`src/rtl/b2da_pkg.sv`:
```
// ---------------------------------------------------------------------------
// b2da_pkg
// Shared types and constants of the binary to decimal ASCII converter.
// ---------------------------------------------------------------------------
package b2da_pkg;

	localparam int DEF_VALUE_BITS = 64;
	localparam int IN_BITS        = 64;
	localparam int CHAR_BITS      = 6;
	localparam int COUNT_BITS     = 5;
	localparam int OUT_BYTES_BITS = 16;

	// ASCII '0', truncated to the width of a digit character.
	localparam logic [CHAR_BITS-1:0] ASCII_ZERO = CHAR_BITS'(48);

	// Commands that the sequencer gives to every digit cell in a cycle.
	typedef struct packed {
		logic clear;   // load zero
		logic dabble;  // add-3 correction and shift in one binary bit
		logic shift;   // take the digit of the lower neighbor
	} cell_ctrl_t;

	typedef enum logic [3:0] {
		ST_IDLE = 4'b0001,
		ST_CONV = 4'b0010,
		ST_TRIM = 4'b0100,
		ST_EMIT = 4'b1000
	} state_t;

endpackage

```
`src/rtl/b2da_cell.sv`:
```
// ---------------------------------------------------------------------------
// b2da_cell
// One decimal digit of the conversion chain: a shift-and-add-3 BCD stage that
// also moves its digit toward the top end when the result is read out.
// ---------------------------------------------------------------------------
module b2da_cell
	import b2da_pkg::*;
(
	input  logic       clk,
	input  cell_ctrl_t ctrl,
	input  logic       bit_in,    // binary bit from the lower neighbor
	input  logic [3:0] digit_in,  // digit of the lower neighbor
	output logic       carry,     // bit handed to the upper neighbor
	output logic [3:0] digit_q
);

	logic [3:0] adj;

	// A digit of five or more overflows once doubled, so it is corrected first.
	assign adj   = (digit_q >= 4'd5) ? (digit_q + 4'd3) : digit_q;
	assign carry = adj[3];

	always_ff @(posedge clk) begin
		if (ctrl.clear) begin
			digit_q <= 4'd0;
		end else if (ctrl.dabble) begin
			digit_q <= {adj[2:0], bit_in};
		end else if (ctrl.shift) begin
			digit_q <= digit_in;
		end
	end

endmodule

```
`src/rtl/binary_to_decimal_ascii.sv`:
```
// The value is converted bit-serially in the digit chain, MSB first; then the leading zeros
// are dropped from the top cell in ST_TRIM, keeping at least one digit, and the digits are
// sent in ST_EMIT at one per cycle while the receiver is ready. One request is worked on at
// a time and the next is taken in the cycle after the last digit. Reset (arst_n low)
// returns the control to idle with no output pending; digit registers are not reset.
// ---------------------------------------------------------------------------
// binary_to_decimal_ascii
// Converts an unsigned binary value to its decimal ASCII digits, most
// significant first, with leading zeros suppressed.
// ---------------------------------------------------------------------------
module binary_to_decimal_ascii
	import b2da_pkg::*;
#(
	parameter int VALUE_BITS = DEF_VALUE_BITS
) (
	input  logic                      clk,
	input  logic                      arst_n,
	input  logic                      s_tvalid,
	output logic                      s_tready,
	input  logic [IN_BITS-1:0]        s_tdata,   // [63:0] value
	output logic                      m_tvalid,
	input  logic                      m_tready,
	output logic [OUT_BYTES_BITS-1:0] m_tdata,   // [5:0] digit_char, [10:6] digit_count
	output logic                      m_tlast    // is_last
);

	// Decimal digits needed for VALUE_BITS bits: ceil(VALUE_BITS * log10(2)).
	localparam int NDIG = (VALUE_BITS * 30103 + 99999) / 100000;
	localparam int CW   = $clog2(NDIG + 1);
	localparam int BW   = $clog2(VALUE_BITS);

	state_t                state_q;
	logic [VALUE_BITS-1:0] value_q;
	logic [BW-1:0]         bit_q;    // bits still to shift in, minus one
	logic [CW-1:0]         cnt_q;    // digit count of the value
	logic [CW-1:0]         rem_q;    // digits still to send
	cell_ctrl_t            ctrl;
	logic [3:0]            digits [NDIG];
	logic                  carries [NDIG];
	logic                  top_zero;
	logic                  in_fire;
	logic                  out_fire;

	assign s_tready = (state_q == ST_IDLE);
	assign in_fire  = s_tvalid && s_tready;
	assign m_tvalid = (state_q == ST_EMIT);
	assign out_fire = m_tvalid && m_tready;
	assign top_zero = (digits[NDIG-1] == 4'd0);

	// In ST_EMIT the top cell always holds the next digit to send.
	assign m_tdata = {{(OUT_BYTES_BITS - CHAR_BITS - COUNT_BITS){1'b0}},
		COUNT_BITS'(cnt_q), ASCII_ZERO + {2'b00, digits[NDIG-1]}};
	assign m_tlast = (rem_q == CW'(1));

	// The chain clears on a new request, runs double dabble while converting,
	// and shifts up by one digit per trimmed zero or sent digit.
	always_comb begin
		ctrl.clear  = in_fire;
		ctrl.dabble = (state_q == ST_CONV);
		ctrl.shift  = ((state_q == ST_TRIM) && top_zero && (cnt_q > CW'(1))) || out_fire;
	end

	for (genvar i = 0; i < NDIG; i++) begin : g_cell
		logic       bin;
		logic [3:0] din;
		if (i == 0) begin : g_first
			assign bin = value_q[VALUE_BITS-1];
			assign din = 4'd0;
		end else begin : g_next
			assign bin = carries[i-1];
			assign din = digits[i-1];
		end
		b2da_cell u_cell (
			.clk      (clk),
			.ctrl     (ctrl),
			.bit_in   (bin),
			.digit_in (din),
			.carry    (carries[i]),
			.digit_q  (digits[i])
		);
	end

	// Binary operand: loaded on the request, shifted out MSB first.
	always_ff @(posedge clk) begin
		if (in_fire) begin
			value_q <= s_tdata[VALUE_BITS-1:0];
		end else if (state_q == ST_CONV) begin
			value_q <= {value_q[VALUE_BITS-2:0], 1'b0};
		end
	end

	always_ff @(posedge clk or negedge arst_n) begin
		if (!arst_n) begin
			state_q <= ST_IDLE;
			bit_q   <= '0;
			cnt_q   <= '0;
			rem_q   <= '0;
		end else begin
			unique case (state_q)
				ST_IDLE: begin
					if (in_fire) begin
						bit_q   <= BW'(VALUE_BITS - 1);
						cnt_q   <= CW'(NDIG);
						state_q <= ST_CONV;
					end
				end
				ST_CONV: begin
					bit_q <= bit_q - BW'(1);
					if (bit_q == '0) begin
						state_q <= ST_TRIM;
					end
				end
				ST_TRIM: begin
					// Drop leading zeros but keep at least one digit.
					if (top_zero && (cnt_q > CW'(1))) begin
						cnt_q <= cnt_q - CW'(1);
					end else begin
						rem_q   <= cnt_q;
						state_q <= ST_EMIT;
					end
				end
				ST_EMIT: begin
					if (out_fire) begin
						rem_q <= rem_q - CW'(1);
						if (rem_q == CW'(1)) begin
							state_q <= ST_IDLE;
						end
					end
				end
				default: begin
					state_q <= ST_IDLE;
				end
			endcase
		end
	end

endmodule
```
`config.mk`:
```
export PLATFORM = sky130hd
export DESIGN_NAME = binary_to_decimal_ascii
export DESIGN_NICKNAME = d
export VERILOG_FILES = /design/src/rtl/b2da_pkg.sv /design/src/rtl/b2da_cell.sv /design/src/rtl/binary_to_decimal_ascii.sv
export SDC_FILE = /design/constraint.sdc
export NUM_CORES = 1
export LEC_CHECK = 0
export BUFFER_PORTS_ARGS = -buffer_cell sky130_fd_sc_hd__buf_2
export CAP_MARGIN = 10
export CORE_AREA = 2 2 128 130
export DETAILED_ROUTE_END_ITERATION = 6
export DIE_AREA = 0 0 130 132
export PLACE_DENSITY = 0.79
export SLEW_MARGIN = 30
export SYNTH_ARGS = -nofsm -noshare
export SYNTH_HDL_FRONTEND = slang
export SYNTH_SLANG_ARGS = --single-unit
```
`constraint.sdc`:
```
create_clock -name clk -period 4.6 [get_ports clk]
set_clock_uncertainty 0.15 [all_clocks]
set_input_delay 0.23 -clock clk [delete_from_list [all_inputs] [get_ports clk]]
set_output_delay 0.23 -clock clk [all_outputs]
set_load 0.1 [all_outputs]
```
Yosys cells after proc, flatten, opt, wreduce, memory -nomap -nowiden:

Cells that the tools add are included.

* order comparisons: 21
* multiplexer cells: 76
* reduce and logical (&&, ||, !) cells: 17
* add/sub/neg operators: 24
* equality and inequality tests: 11

Operator list (count)
* $mux W4: 64
* $mux W64: 2
* $ge A4 B3 Y1 const B: 20
* $add A4 B2 Y4 const B: 19
* $mux W5: 4
* $pmux W5 S2: 2
* $pmux W4 S4: 1
* $pmux W6 S2: 1
* $ne A2 B1 Y1 const B: 5
* $reduce_bool A2 Y1: 5
* $sub A5 B1 Y5 const B: 2
* $add A5 B5 Y6 const A: 1
* $logic_not A6 Y1: 1
* $mux W6: 1
* $reduce_and A3 Y1: 2
* $sub A6 B1 Y6 const B: 1
* $eq A5 B1 Y1 const B: 1
* $gt A5 B1 Y1 const B: 1
* $logic_and A1 B1 Y1: 5
* $reduce_and A5 Y1: 1
* $eq A4 B1 Y1 const B: 1
* $eq A4 B2 Y1 const B: 1
* $eq A4 B3 Y1 const B: 1
* $eq A4 B4 Y1 const B: 1
* 6 further kinds: 6

* input bits: 68
* bits in registers: 164

Longest topological paths before layout:

Gate-level depths: netlist of the first run.

* word-level depth: 6
* gate-level depth with buffers: 9
* depth with buffers taken out: 7

Cells and area by module:

From an unflattened synthesis of the first run, not the netlist that was laid out.

* cell total of the unflattened synthesis: 1099
* area, all modules: 9584.2 sq um

Modules (own cells, without submodules)
* b2da_cell: area an instance 280.3 sq um, cells an instance 35, times used 20
* binary_to_decimal_ascii: area an instance 3978.8 sq um, cells an instance 399, times used 1

Worst setup path before layout of the first run:

No wires, ideal clock.

* path kind: register to register
* start point: register state_q[0]
* end point: register value_q[0] (enable)
* cell stages (with the launch flop): 5
* path buffers: 1
* required time: 4.026 ns
* library setup time: 0.424 ns
* arrival time: 4.438 ns
* setup slack: -0.412 ns
* path through: dfstp_2 > nor4b_2 > nand2_1 > clkbuf_1 > nand2_1

* word-level cells in the longest chain between the ends: 3

Ends and longest elaborated chain
* start, declared: RTL line binary_to_decimal_ascii.sv:32 `state_t state_q;`
* start signal, assigned: RTL line binary_to_decimal_ascii.sv:94 `state_q <= ST_IDLE;`
* start signal, assigned: RTL line binary_to_decimal_ascii.sv:104 `state_q <= ST_CONV;`
* start signal, assigned: RTL line binary_to_decimal_ascii.sv:110 `state_q <= ST_TRIM;`
* $eq A4 B1 Y1: RTL line binary_to_decimal_ascii.sv:44 `assign s_tready = (state_q == ST_IDLE);`
* net s_tready: RTL line binary_to_decimal_ascii.sv:19 `output logic s_tready,`
* $logic_and A1 B1 Y1: RTL line binary_to_decimal_ascii.sv:45 `assign in_fire = s_tvalid && s_tready;`
* $reduce_bool A2 Y1 (no line)
* end signal, assigned: RTL line binary_to_decimal_ascii.sv:86 `value_q <= s_tdata[VALUE_BITS-1:0];`
* end signal, assigned: RTL line binary_to_decimal_ascii.sv:88 `value_q <= {value_q[VALUE_BITS-2:0], 1'b0};`
* end, declared: RTL line binary_to_decimal_ascii.sv:33 `logic [VALUE_BITS-1:0] value_q;`

The timed path passes the listed nets, and every way through them passes these cells.
A chain may end at the register's enable or synchronous reset.

Worst setup path after layout of the first run:

* start point: register state_q[3]
* end point: register g_cell[0].u_cell.digit_q[3]

* word-level cells in the longest chain between the ends: 5

Ends and longest elaborated chain
* $eq A4 B3 Y1: RTL line binary_to_decimal_ascii.sv:60 `ctrl.shift = ((state_q == ST_TRIM) && top_zero && (cnt_q > CW'(1))) || out_fire;`
* $logic_and A1 B1 Y1 (2 in a row): RTL line binary_to_decimal_ascii.sv:60
* $logic_or A1 B1 Y1: RTL line binary_to_decimal_ascii.sv:60
* $reduce_bool A2 Y1 (no line)
* end signal, assigned: RTL line b2da_cell.sv:27 `digit_q <= {adj[2:0], bit_in};`
* end signal, assigned: RTL line b2da_cell.sv:29 `digit_q <= digit_in;`
* end, declared: RTL line b2da_cell.sv:14 `output logic [3:0] digit_q`

Several ways; a longest one is shown, not always the timed one.

==> flow_metrics.py, run 1 <==
metrics = {
    "global_route": {
        "grt-ovfl-total": 0,
        "grt_max_degree": 117,
        "grtUsageTotal_pct": 26.61,
        "grt_pass1_vias": 7728,
        "grt_pass1_wl_mm": 37.21,
        "antenna_found_initial": 1,
    },
    "clock_network": {
        "path_clk_slew_ns": 0.07,
        "ctsLongestPathBuffers": 2,
        "post_cts_buffers": 0,
        "numCtsBuffers": 17,
        "cts_max_level": 4,
        "hold_buffers": 66,
        "cts_tree": "built",
        "ctsResizeCount": 0,
        "clkLatencyLatePin_ns": 0.43,
        "cts.sinks": 164,
        "cts-root-buf": "clkbuf_16",
    },
    "synthesis": {
        "synth.distinct_cells": 54,
        "synth_ff_type": "dfxtp_1",
        "synth.avg_cell_area_um2": 8.619,
        "synth_top_area_share_pct": 20.68,
        "synth_edf_count": 64,
        "async_flop_share_pct": 12.20,
        "ys_top_cells_by_area": "edfxtp_1 21%, dfxtp_1 17%, nand2_1 11%",
        "yosysWarnings": 0,
        "seq_area_frac_synth_pct": 43.32,
        "netlist_area_um2": 9291,
        "synth_top_cell_by_area": "edfxtp_1",
        "synthCells": 1078,
        "ys_ff_latch": 164,
    },
    "power": {
        "powerDensity_nw_per_um2": 741.4,
        "p_leak_nw": 4.517,
        "clkPwrFrac_pct": 16.9,
        "peakVddDrop_v": 0.0007254,
        "p_comb_share_pct": 46.5,
        "power.internal_mw": 4.576,
        "switching_share_pct": 43.48,
        "seq_power_share_pct": 36.6,
        "p_sw_mw": 3.521,
    },
    "sta": {
        "setup-violations-final": 0,
        "min_period_ns": 2.934,
        "rsz0062_at_grt": "false",
        "tns_ns": 0,
        "finalMaxSlewViolations": 0,
        "fmax_mhz": 340.9,
        "setup_slack_ns": 1.666,
        "slew_headroom_pct": 43.68,
        "worstMarginPinSlew_ns": 0.8448,
        "hold_viol": 0,
        "fin_crit_sh_pct": 63.77,
    },
    "floorplan": {
        "boundaryPins": 87,
        "die_area_um2": 17160,
        "core_um2": 15710,
        "core.rowCount": 46,
        "die_h_um": 132,
        "initial_utilization_pct": 59.13,
        "die_x_um": 130,
    },
    "setup_path": {
        "criticalPathCategory": "reg2reg",
        "worst_setup_path_end_kind": "flip-flop",
        "critPathMaxFanout": 34,
        "required_ns": 4.74,
        "crit_arrival_ns": 3.08,
        "startpoint_type": "flip-flop",
    },
    "finish": {
        "syn_to_final_growth_pct": 17.55,
        "nNetsFinal": 1299,
        "layout_commonest_cell": "nand2_1",
        "fillers": 1138,
        "final_cell_mix": "258 x nand2_1, 87 x o21ai_0, 80 x dfxtp_1",
        "drive_gt1_share_pct": 12.87,
    },
    "detailed_routing": {
        "drcViolationCount": 0,
        "drt-total-wl_mm": 22.12,
        "vias": 8202,
        "viasPerCell": 5.801,
        "dr.pass1.iters": 6,
        "dr.first_iter.drc_count": 729,
        "postRouteAntennaNets": 0,
        "wl_per_cell_um": 15.65,
    },
    "place": {
        "pre_cts_slack_ns": 1.685,
        "io_buffers": 79,
        "gp_congestion": 0.8381,
        "place_hpwl_mm": 11.95,
    },
    "min_path": {
        "min_path_type": "in2reg",
    },
    "outcome": {
        "status": "complete, no violations",
    },
    "flow_run": {
        "drv_cap": 0,
    },
}
[path summary, 6_finish.rpt]
kind | from | to | slack (ns) | depth (start not counted)
min in group asynchronous | arst_n | bit_q[3]$_DFFE_PN0P_ | 0.15 | 2
max | state_q[3]$_DFFE_PN0P_ | g_cell[0].u_cell.digit_q[3]$_SDFFE_PP0P_ | 1.67 | 5
max reg2reg | state_q[3]$_DFFE_PN0P_ | g_cell[0].u_cell.digit_q[3]$_SDFFE_PP0P_ | 1.67 | 5
max in group asynchronous | arst_n | state_q[0]$_DFFE_PN1P_ | 3.79 | 2
min | m_tready | state_q[0]$_DFFE_PN1P_ | 0.05 | 3
min reg2reg | bit_q[0]$_DFFE_PN0P_ | bit_q[0]$_DFFE_PN0P_ | 0.36 | 1
[layer usage]
layer / track usage [%] / vias to the layer above / part of all wire [%]
met4: 9.916 / 0 / 2.2
met2: 44.36 / 287 / 51
met5: 0 / - / 0
li1: - / 3984 / -
met3: 3.977 / 45 / 5.0
met1: 34.96 / 3886 / 42
[Yosys cell counts, types with 29 or more instances]
cell type and number:
o211ai_1 29, dfxtp_1 80, o21ai_0 87, nand3_1 40
inv_1 50, nor2_1 38, clkbuf_1 38, nand2_1 260
edfxtp_1 64, nand2b_1 40, ha_1 47, a21oi_1 63
[flip-flops by register name, indices dropped and copies added, names as in the netlist]
register / count
bit_q: 6
cnt_q: 5
g_cell.u_cell.digit_q: 80
rem_q: 5
state_q: 4
value_q: 64
[worst max-delay path, cell delays in order (launching register included)]
cell	delay, ns
dfrtp_1	0.47
or4b_2	1.01
buf_4	0.37
and3_1	0.44
o21ai_0	0.27
a21oi_1	0.08
[power by group through the flow]
stage / Combinational [mW] / Sequential (mW) / Clock (mW)
after CTS: 3.71 / 2.94 / 1.38
after floorplan: 3.02 / 2.86 / 0
final: 3.77 / 2.97 / 1.36
after global routing: 4.26 / 3.06 / 1.44
after global placement: 3.51 / 2.93 / 0
after detailed placement: 3.63 / 2.96 / 0
[logic make-up (layout without fill, tap and decap cells)]
kind of cell    after synthesis  count (layout)  share of synthesized area [%]
simple gates                422             422                          20.16
compound gates              276             276                          19.42
flops                       164             164                          43.32
buf+inv                     122             236                          6.194
fa+ha+maj                    47              47                          6.329
xor+xnor                     26              26                          2.451
mux                          19              19                          2.047
other cells                   2               8                        0.08083
[final cells by class]
| type | instances | area [um^2] | area share [%] |
|---|---|---|---|
| Clock buffer | 19 | 442.9 | 4.055 |
| Inverter | 50 | 187.7 | 1.718 |
| Antenna cell | 1 | 2.502 | 0.02291 |
| Sequential cell | 164 | 4025 | 36.85 |
| Tap cell | 216 | 270.3 | 2.475 |
| Timing Repair Buffer | 154 | 1127 | 10.32 |
| Clock inverter | 13 | 121.4 | 1.111 |
| Multi-Input combinational cell | 797 | 4745 | 43.44 |
[per-stage QoR]
| step | hold slack [ns] | util (%) | area, um^2 | instances | power, mW |
|---|---|---|---|---|---|
| after global placement | 0.05432 | 61.67 | 9691 | 1315 | 6.444 |
| after floorplan | -0.2156 | - | 9325 | 1083 | 5.885 |
| final | 0.05284 | 69.51 | 10920 | 1414 | 8.097 |
| after CTS | 0.02449 | 69.49 | 10920 | 1413 | 8.020 |
| after detailed placement | 0.05796 | 61.70 | 9694 | 1315 | 6.589 |
| after global routing | 0.06113 | 69.51 | 10920 | 1414 | 8.762 |
Note: power is estimated with default switching activity, not from simulation.
==> inputs of run 2 (changes only) <==
==> constraint.sdc (replaced) <==
create_clock -name clk -period 2.8 [get_ports clk]
set_clock_uncertainty 0.15 [all_clocks]
set_input_delay 0.14 -clock clk [delete_from_list [all_inputs] [get_ports clk]]
set_output_delay 0.14 -clock clk [all_outputs]
set_load 0.1 [all_outputs]
==> run 2 against run 1 <==
Combinational power rose by 69%; wire length barely moved; setup slack got worse by 1.4 ns; critical endpoint is now g_cell[4].u_cell.digit_q[0]$_SDFFE_PP0P_; core utilization rose by 1.5 points; largest cell class unchanged.
==> flow_metrics.py, run 2 (synthesis results as in run 1) <==
metrics = {
    "finish": {
        "fin_util_pct": 70.99,
        "register_area_um2": 4025,
        "nNetsFinal": 1306,
        "regMostFlops": "g_cell.u_cell.digit_q",
        "multiInputGateArea_um2": 4767,
        "drive_gt1_share_pct": 13.37,
        "n_antenna_cell": 0,
        "reg.largest.list": "g_cell.u_cell.digit_q x80, value_q x64, bit_q x6",
        "final_cell_mix": "258 x nand2_1, 87 x o21ai_0, 80 x dfxtp_1",
        "syn_to_final_growth_pct": 20.05,
        "fillers": 1129,
        "largest_register_ffs": 80,
        "layout_commonest_cell": "nand2_1",
    },
    "setup_path": {
        "startpoint_type": "flip-flop",
        "r2r-start": "state_q[2]$_DFFE_PN0P_",
        "r2r_end": "g_cell[4].u_cell.digit_q[0]$_SDFFE_PP0P_",
        "critPathMaxFanout": 73,
        "worst_setup_path_end_kind": "flip-flop",
        "crit_arrival_ns": 2.77,
        "required_ns": 3.00,
        "reg2reg_slack_ns": 0.23,
        "rr_worst_depth": 7,
        "criticalPathCategory": "reg2reg",
    },
    "sta": {
        "slew_headroom_pct": 54.36,
        "fmax_mhz": 389.0,
        "fin_crit_sh_pct": 91.81,
        "rsz0062_at_grt": "false",
        "setup-violations-final": 0,
        "worstMarginPinSlew_ns": 0.6845,
        "setup_slack_ns": 0.2293,
        "fin_hold_ws_ns": 0.03627,
        "min_period_ns": 2.571,
        "hold_viol": 0,
        "finalMaxSlewViolations": 0,
    },
    "power": {
        "clkPwrFrac_pct": 18.2,
        "p_leak_nw": 4.614,
        "p_sw_mw": 5.905,
        "p_total_mw": 13.75,
        "powerDensity_nw_per_um2": 1233,
        "peakVddDrop_v": 0.001109,
        "p_comb_share_pct": 46.3,
        "power.internal_mw": 7.844,
        "seq_power_share_pct": 35.5,
        "switching_share_pct": 42.95,
    },
    "detailed_routing": {
        "viasPerCell": 5.742,
        "wl_per_cell_um": 15.57,
        "drt-total-wl_mm": 22.11,
        "drcViolationCount": 0,
        "postRouteAntennaNets": 0,
        "vias": 8153,
        "dr.first_iter.drc_count": 617,
        "dr.pass1.iters": 5,
    },
    "clock_network": {
        "cts_tree": "built",
        "cts.sinks": 164,
        "ctsLongestPathBuffers": 2,
        "cts-root-buf": "clkbuf_16",
        "cts_max_level": 4,
        "post_cts_buffers": 0,
        "clkLatencyLatePin_ns": 0.43,
        "path_clk_slew_ns": 0.07,
        "ctsResizeCount": 0,
        "hold_buffers": 68,
        "numCtsBuffers": 17,
    },
    "flow_run": {
        "drv_cap": 0,
    },
    "floorplan": {
        "core_um2": 15710,
        "die_area_um2": 17160,
        "die_x_um": 130,
        "initial_utilization_pct": 59.13,
        "core.rowCount": 46,
        "boundaryPins": 87,
        "die_h_um": 132,
    },
    "outcome": {
        "status": "complete, no violations",
    },
    "global_route": {
        "grt-ovfl-total": 0,
        "grt_pass1_wl_mm": 36.58,
        "grtUsageTotal_pct": 26.30,
        "grt_pass1_vias": 7740,
        "antenna_found_initial": 0,
        "grt_max_degree": 74,
    },
    "place": {
        "io_buffers": 79,
        "pre_cts_slack_ns": 0.2985,
        "place_hpwl_mm": 12.46,
        "gp_congestion": 0.7682,
    },
    "min_path": {
        "min_path_type": "in2async",
    },
}
run 2: worst max-delay path by stage:
stage	endpoint	cells after the start	startpoint	slack, ns
after floorplan	value_q[0]$_SDFFCE_PN0P_	4	state_q[0]$_DFFE_PN1P_	-0.13
after global placement	g_cell[8].u_cell.digit_q[3]$_SDFFE_PP0P_	6	state_q[1]$_DFFE_PN0P_	0.36
after detailed placement	g_cell[4].u_cell.digit_q[0]$_SDFFE_PP0P_	7	state_q[2]$_DFFE_PN0P_	0.30
after CTS	g_cell[4].u_cell.digit_q[0]$_SDFFE_PP0P_	7	state_q[2]$_DFFE_PN0P_	0.28
after global routing	g_cell[5].u_cell.digit_q[0]$_SDFFE_PP0P_	9	state_q[1]$_DFFE_PN0P_	0.02
final	g_cell[4].u_cell.digit_q[0]$_SDFFE_PP0P_	7	state_q[2]$_DFFE_PN0P_	0.23
run 2: worst max-delay path: stages (launching register included):
cell and delay, ns:
dfrtp_1 0.51, or4b_4 0.54, a211o_1 0.38, nand3_2 0.13, buf_12 0.26, buf_4 0.21, o21ai_0 0.07, a21oi_1 0.17
run 2: area by class of cell:
cell class	count	share of cell area (%)
sequential	164	36.09
tap	216	2.423
multi-input combinational	797	42.74
clock buffer	17	3.814
inverter	50	1.683
timing repair buffer	161	11.37
clock inverter	15	1.884
run 2: metal layers:
metal / up-vias / track usage (%) / routed length, um
met5: - / 0 / 0
met4: 0 / 8.901 / 558
met3: 53 / 4.748 / 976
met2: 226 / 43.19 / 10880
met1: 3866 / 35.01 / 9698
li1: 4008 / - / -
run 2: power by group through the flow:
stage	Sequential (mW)	Clock [mW]	Combinational, mW
final	4.88	2.50	6.36
after global routing	5.03	2.62	7.16
after CTS	4.84	2.53	6.28
after detailed placement	4.87	0	6.12
after global placement	4.84	0	5.94
after floorplan	4.68	0	5.05
run 2: stage by stage:
step                std cells  TNS, ns  area, um^2
floorplan                1083   -9.075        9397
global placement         1320        0        9838
detailed placement       1320        0        9838
CTS                      1420        0       11150
global route             1420        0       11150
finish                   1420        0       11150
==> inputs of run 3 (changes only) <==
--- a/config.mk
+++ b/config.mk
@@ -7,11 +7,12 @@
 export LEC_CHECK = 0
 export BUFFER_PORTS_ARGS = -buffer_cell sky130_fd_sc_hd__buf_2
 export CAP_MARGIN = 10
-export CORE_AREA = 2 2 128 130
+export CORE_AREA = 2 2 130 132
 export DETAILED_ROUTE_END_ITERATION = 6
-export DIE_AREA = 0 0 130 132
+export DIE_AREA = 0 0 132 134
 export PLACE_DENSITY = 0.79
 export SLEW_MARGIN = 30
 export SYNTH_ARGS = -nofsm -noshare
 export SYNTH_HDL_FRONTEND = slang
+export SYNTH_HIERARCHICAL = 1
 export SYNTH_SLANG_ARGS = --single-unit
==> constraint.sdc (replaced) <==
create_clock -name clk -period 2.8 [get_ports clk]
set_clock_uncertainty 0.15 [all_clocks]
set_input_delay 0.14 -clock clk [delete_from_list [all_inputs] [get_ports clk]]
set_output_delay 0.14 -clock clk [all_outputs]
set_load 0.01 [all_outputs]
==> run 3 against run 2 <==
Sequential share of layout area decreased by 1.6 points; die area grew 3.1%; design area up 4.7%; wire length grew 4.2%; maximum frequency decreased by 2.6%; first-iteration DRC count up 12%; synthesized cell count is 1.6% higher.
==> flow_metrics.py, run 3 <==
metrics = {
    "floorplan": {
        "boundaryPins": 87,
        "die_x_um": 132,
        "initial_utilization_pct": 58.71,
        "die_h_um": 134,
        "core.rowCount": 47,
        "core_um2": 16290,
        "die_area_um2": 17690,
    },
    "clock_network": {
        "post_cts_buffers": 0,
        "cts-root-buf": "clkbuf_16",
        "numCtsBuffers": 17,
        "ctsLongestPathBuffers": 2,
        "cts_max_level": 4,
        "path_clk_slew_ns": 0.07,
        "cts_tree": "built",
        "cts.sinks": 164,
        "clkLatencyLatePin_ns": 0.44,
    },
    "detailed_routing": {
        "vias": 8590,
        "drt-total-wl_mm": 23.04,
        "dr.pass1.iters": 5,
        "postRouteAntennaNets": 0,
        "wl_per_cell_um": 15.43,
        "drcViolationCount": 0,
        "dr.first_iter.drc_count": 689,
        "viasPerCell": 5.754,
    },
    "sta": {
        "setup-violations-final": 0,
        "rsz0062_at_grt": "false",
        "fmax_mhz": 378.9,
        "tns_ns": 0,
        "min_period_ns": 2.639,
        "hold_viol": 0,
        "fin_crit_sh_pct": 94.26,
        "fin_hold_ws_ns": 0.03467,
        "finalMaxSlewViolations": 0,
    },
    "global_route": {
        "grt_pass1_vias": 8054,
        "grt_pass1_wl_mm": 38.20,
        "antenna_found_initial": 0,
        "grt-ovfl-total": 0,
        "grt_max_degree": 66,
        "grtUsageTotal_pct": 26.11,
    },
    "setup_path": {
        "worstPathCellList": "or4_1, a21oi_1, nand2_2, nand2_8, buf_12, mux2i_1, nor2_1, a21oi_1, nor2_1",
        "crit_arrival_ns": 2.81,
        "cp_slowest_cell": "or4_1",
        "crit_buf_inv": 1,
        "startpoint_type": "flip-flop",
        "max_stage_delay_ns": 0.62,
        "crit_cells": 9,
        "worst_setup_path_end_kind": "flip-flop",
        "critPathMaxFanout": 37,
        "rr_worst_depth": 9,
        "required_ns": 2.97,
        "criticalPathCategory": "reg2reg",
        "critical_path.top_delay_family": "simple AND/OR/NAND/NOR gates",
    },
    "power": {
        "p_total_mw": 10.53,
        "p_leak_nw": 4.562,
        "peakVddDrop_v": 0.0005111,
        "p_comb_share_pct": 36.5,
        "seq_power_share_pct": 40.5,
        "powerDensity_nw_per_um2": 901.3,
        "power.internal_mw": 6.391,
        "p_sw_mw": 4.134,
        "clkPwrFrac_pct": 23.1,
        "switching_share_pct": 39.28,
    },
    "place": {
        "gp_congestion": 0.8436,
        "io_buffers": 79,
        "place_hpwl_mm": 13.37,
    },
    "finish": {
        "layout_commonest_cell": "nand2_1",
        "largest_register_ffs": 80,
        "syn_to_final_growth_pct": 22.11,
        "reg.largest.list": "g_cell.u_cell/digit_q x80, value_q x64, bit_q x6",
        "nNetsFinal": 1373,
        "fillers": 1135,
        "drive_gt1_share_pct": 13.99,
        "regMostFlops": "g_cell.u_cell/digit_q",
        "final_cell_mix": "275 x nand2_1, 90 x nor2_1, 80 x dfxtp_1",
    },
    "synthesis": {
        "yosysWarnings": 6,
        "netlist_area_um2": 9563,
        "synthCells": 1095,
        "synth.avg_cell_area_um2": 8.733,
    },
    "min_path": {
        "min_path_type": "in2async",
    },
    "outcome": {
        "status": "complete, no violations",
    },
    "flow_run": {
        "drv_cap": 0,
    },
}
==> run 3: cell count changes in the layout (fill, tap and decap cells not counted), moves of 25 or more <==
cell	change
nor2_1	+52
nand3_1	-38
o211ai_1	-29
xnor2_1	-26
mux2i_1	+25
o21ai_0	-25
==> run 3: final cells by class <==
cell class,count,area (um^2),area share (%)
multi-input combinational,847,5124,43.88
sequential,164,4025,34.47
timing repair buffer,180,1439,12.32
clock buffer,17,425.4,3.643
tap,220,275.3,2.357
inverter,49,203.9,1.747
clock inverter,15,182.7,1.564
antenna,1,2.502,0.02143
==> run 3: power by group through the flow <==
stage                     Combinational, mW  Clock, mW  Sequential (mW)
after detailed placement               3.61          0             4.25
final                                  3.84       2.43             4.26
after CTS                              3.75       2.44             4.20
after global placement                 3.51          0             4.22
after global routing                   4.33       2.55             4.36
after floorplan                        2.76          0             4.07
==> run 3: final timing paths <==
path | end | startpoint | slack [ns]
worst max-delay path | g_cell[12].u_cell/digit_q[0]$_SDFFE_PP0P_ | g_cell[19].u_cell/digit_q[0]$_SDFFE_PP0P_ | 0.16
worst min-delay path | cnt_q[2]$_DFFE_PN0P_ | arst_n | 0.03
worst max register to register | g_cell[12].u_cell/digit_q[0]$_SDFFE_PP0P_ | g_cell[19].u_cell/digit_q[0]$_SDFFE_PP0P_ | 0.16
worst min register to register | bit_q[4]$_DFFE_PN0P_ | bit_q[4]$_DFFE_PN0P_ | 0.33
max in group asynchronous | state_q[0]$_DFFE_PN1P_ | arst_n | 2.13
min in group clk | bit_q[4]$_DFFE_PN0P_ | bit_q[4]$_DFFE_PN0P_ | 0.33
==> run 3: stage by stage <==
stage          util [%]  cell area (um^2)  instances  worst slack (ns)
4_1_cts           71.58             11660       1492            0.1054
3_3_place_gp      63.61             10360       1391            0.2853
2_1_floorplan         -              9614       1104           0.05649
3_5_place_dp      63.61             10360       1391            0.2029
5_1_grt           71.67             11670       1492          0.005195
6_report          71.69             11680       1493            0.1606
==> run 3: repair_timing <==
action / 4_1_cts / 5_1_grt
setup endpoints to repair: 0 / 4
hold buffers: 69 / 0
resized for setup: 0 / 3
hold endpoints to repair: 86 / 0
==> run 3: layer usage <==
layer	global-route usage, %	vias to the layer above	part of all wire (%)
met5	0	-	0
met4	9.360	0	2.3
met3	4.611	41	4.5
met2	44.99	247	51
met1	33.13	4088	42
li1	-	4214	-
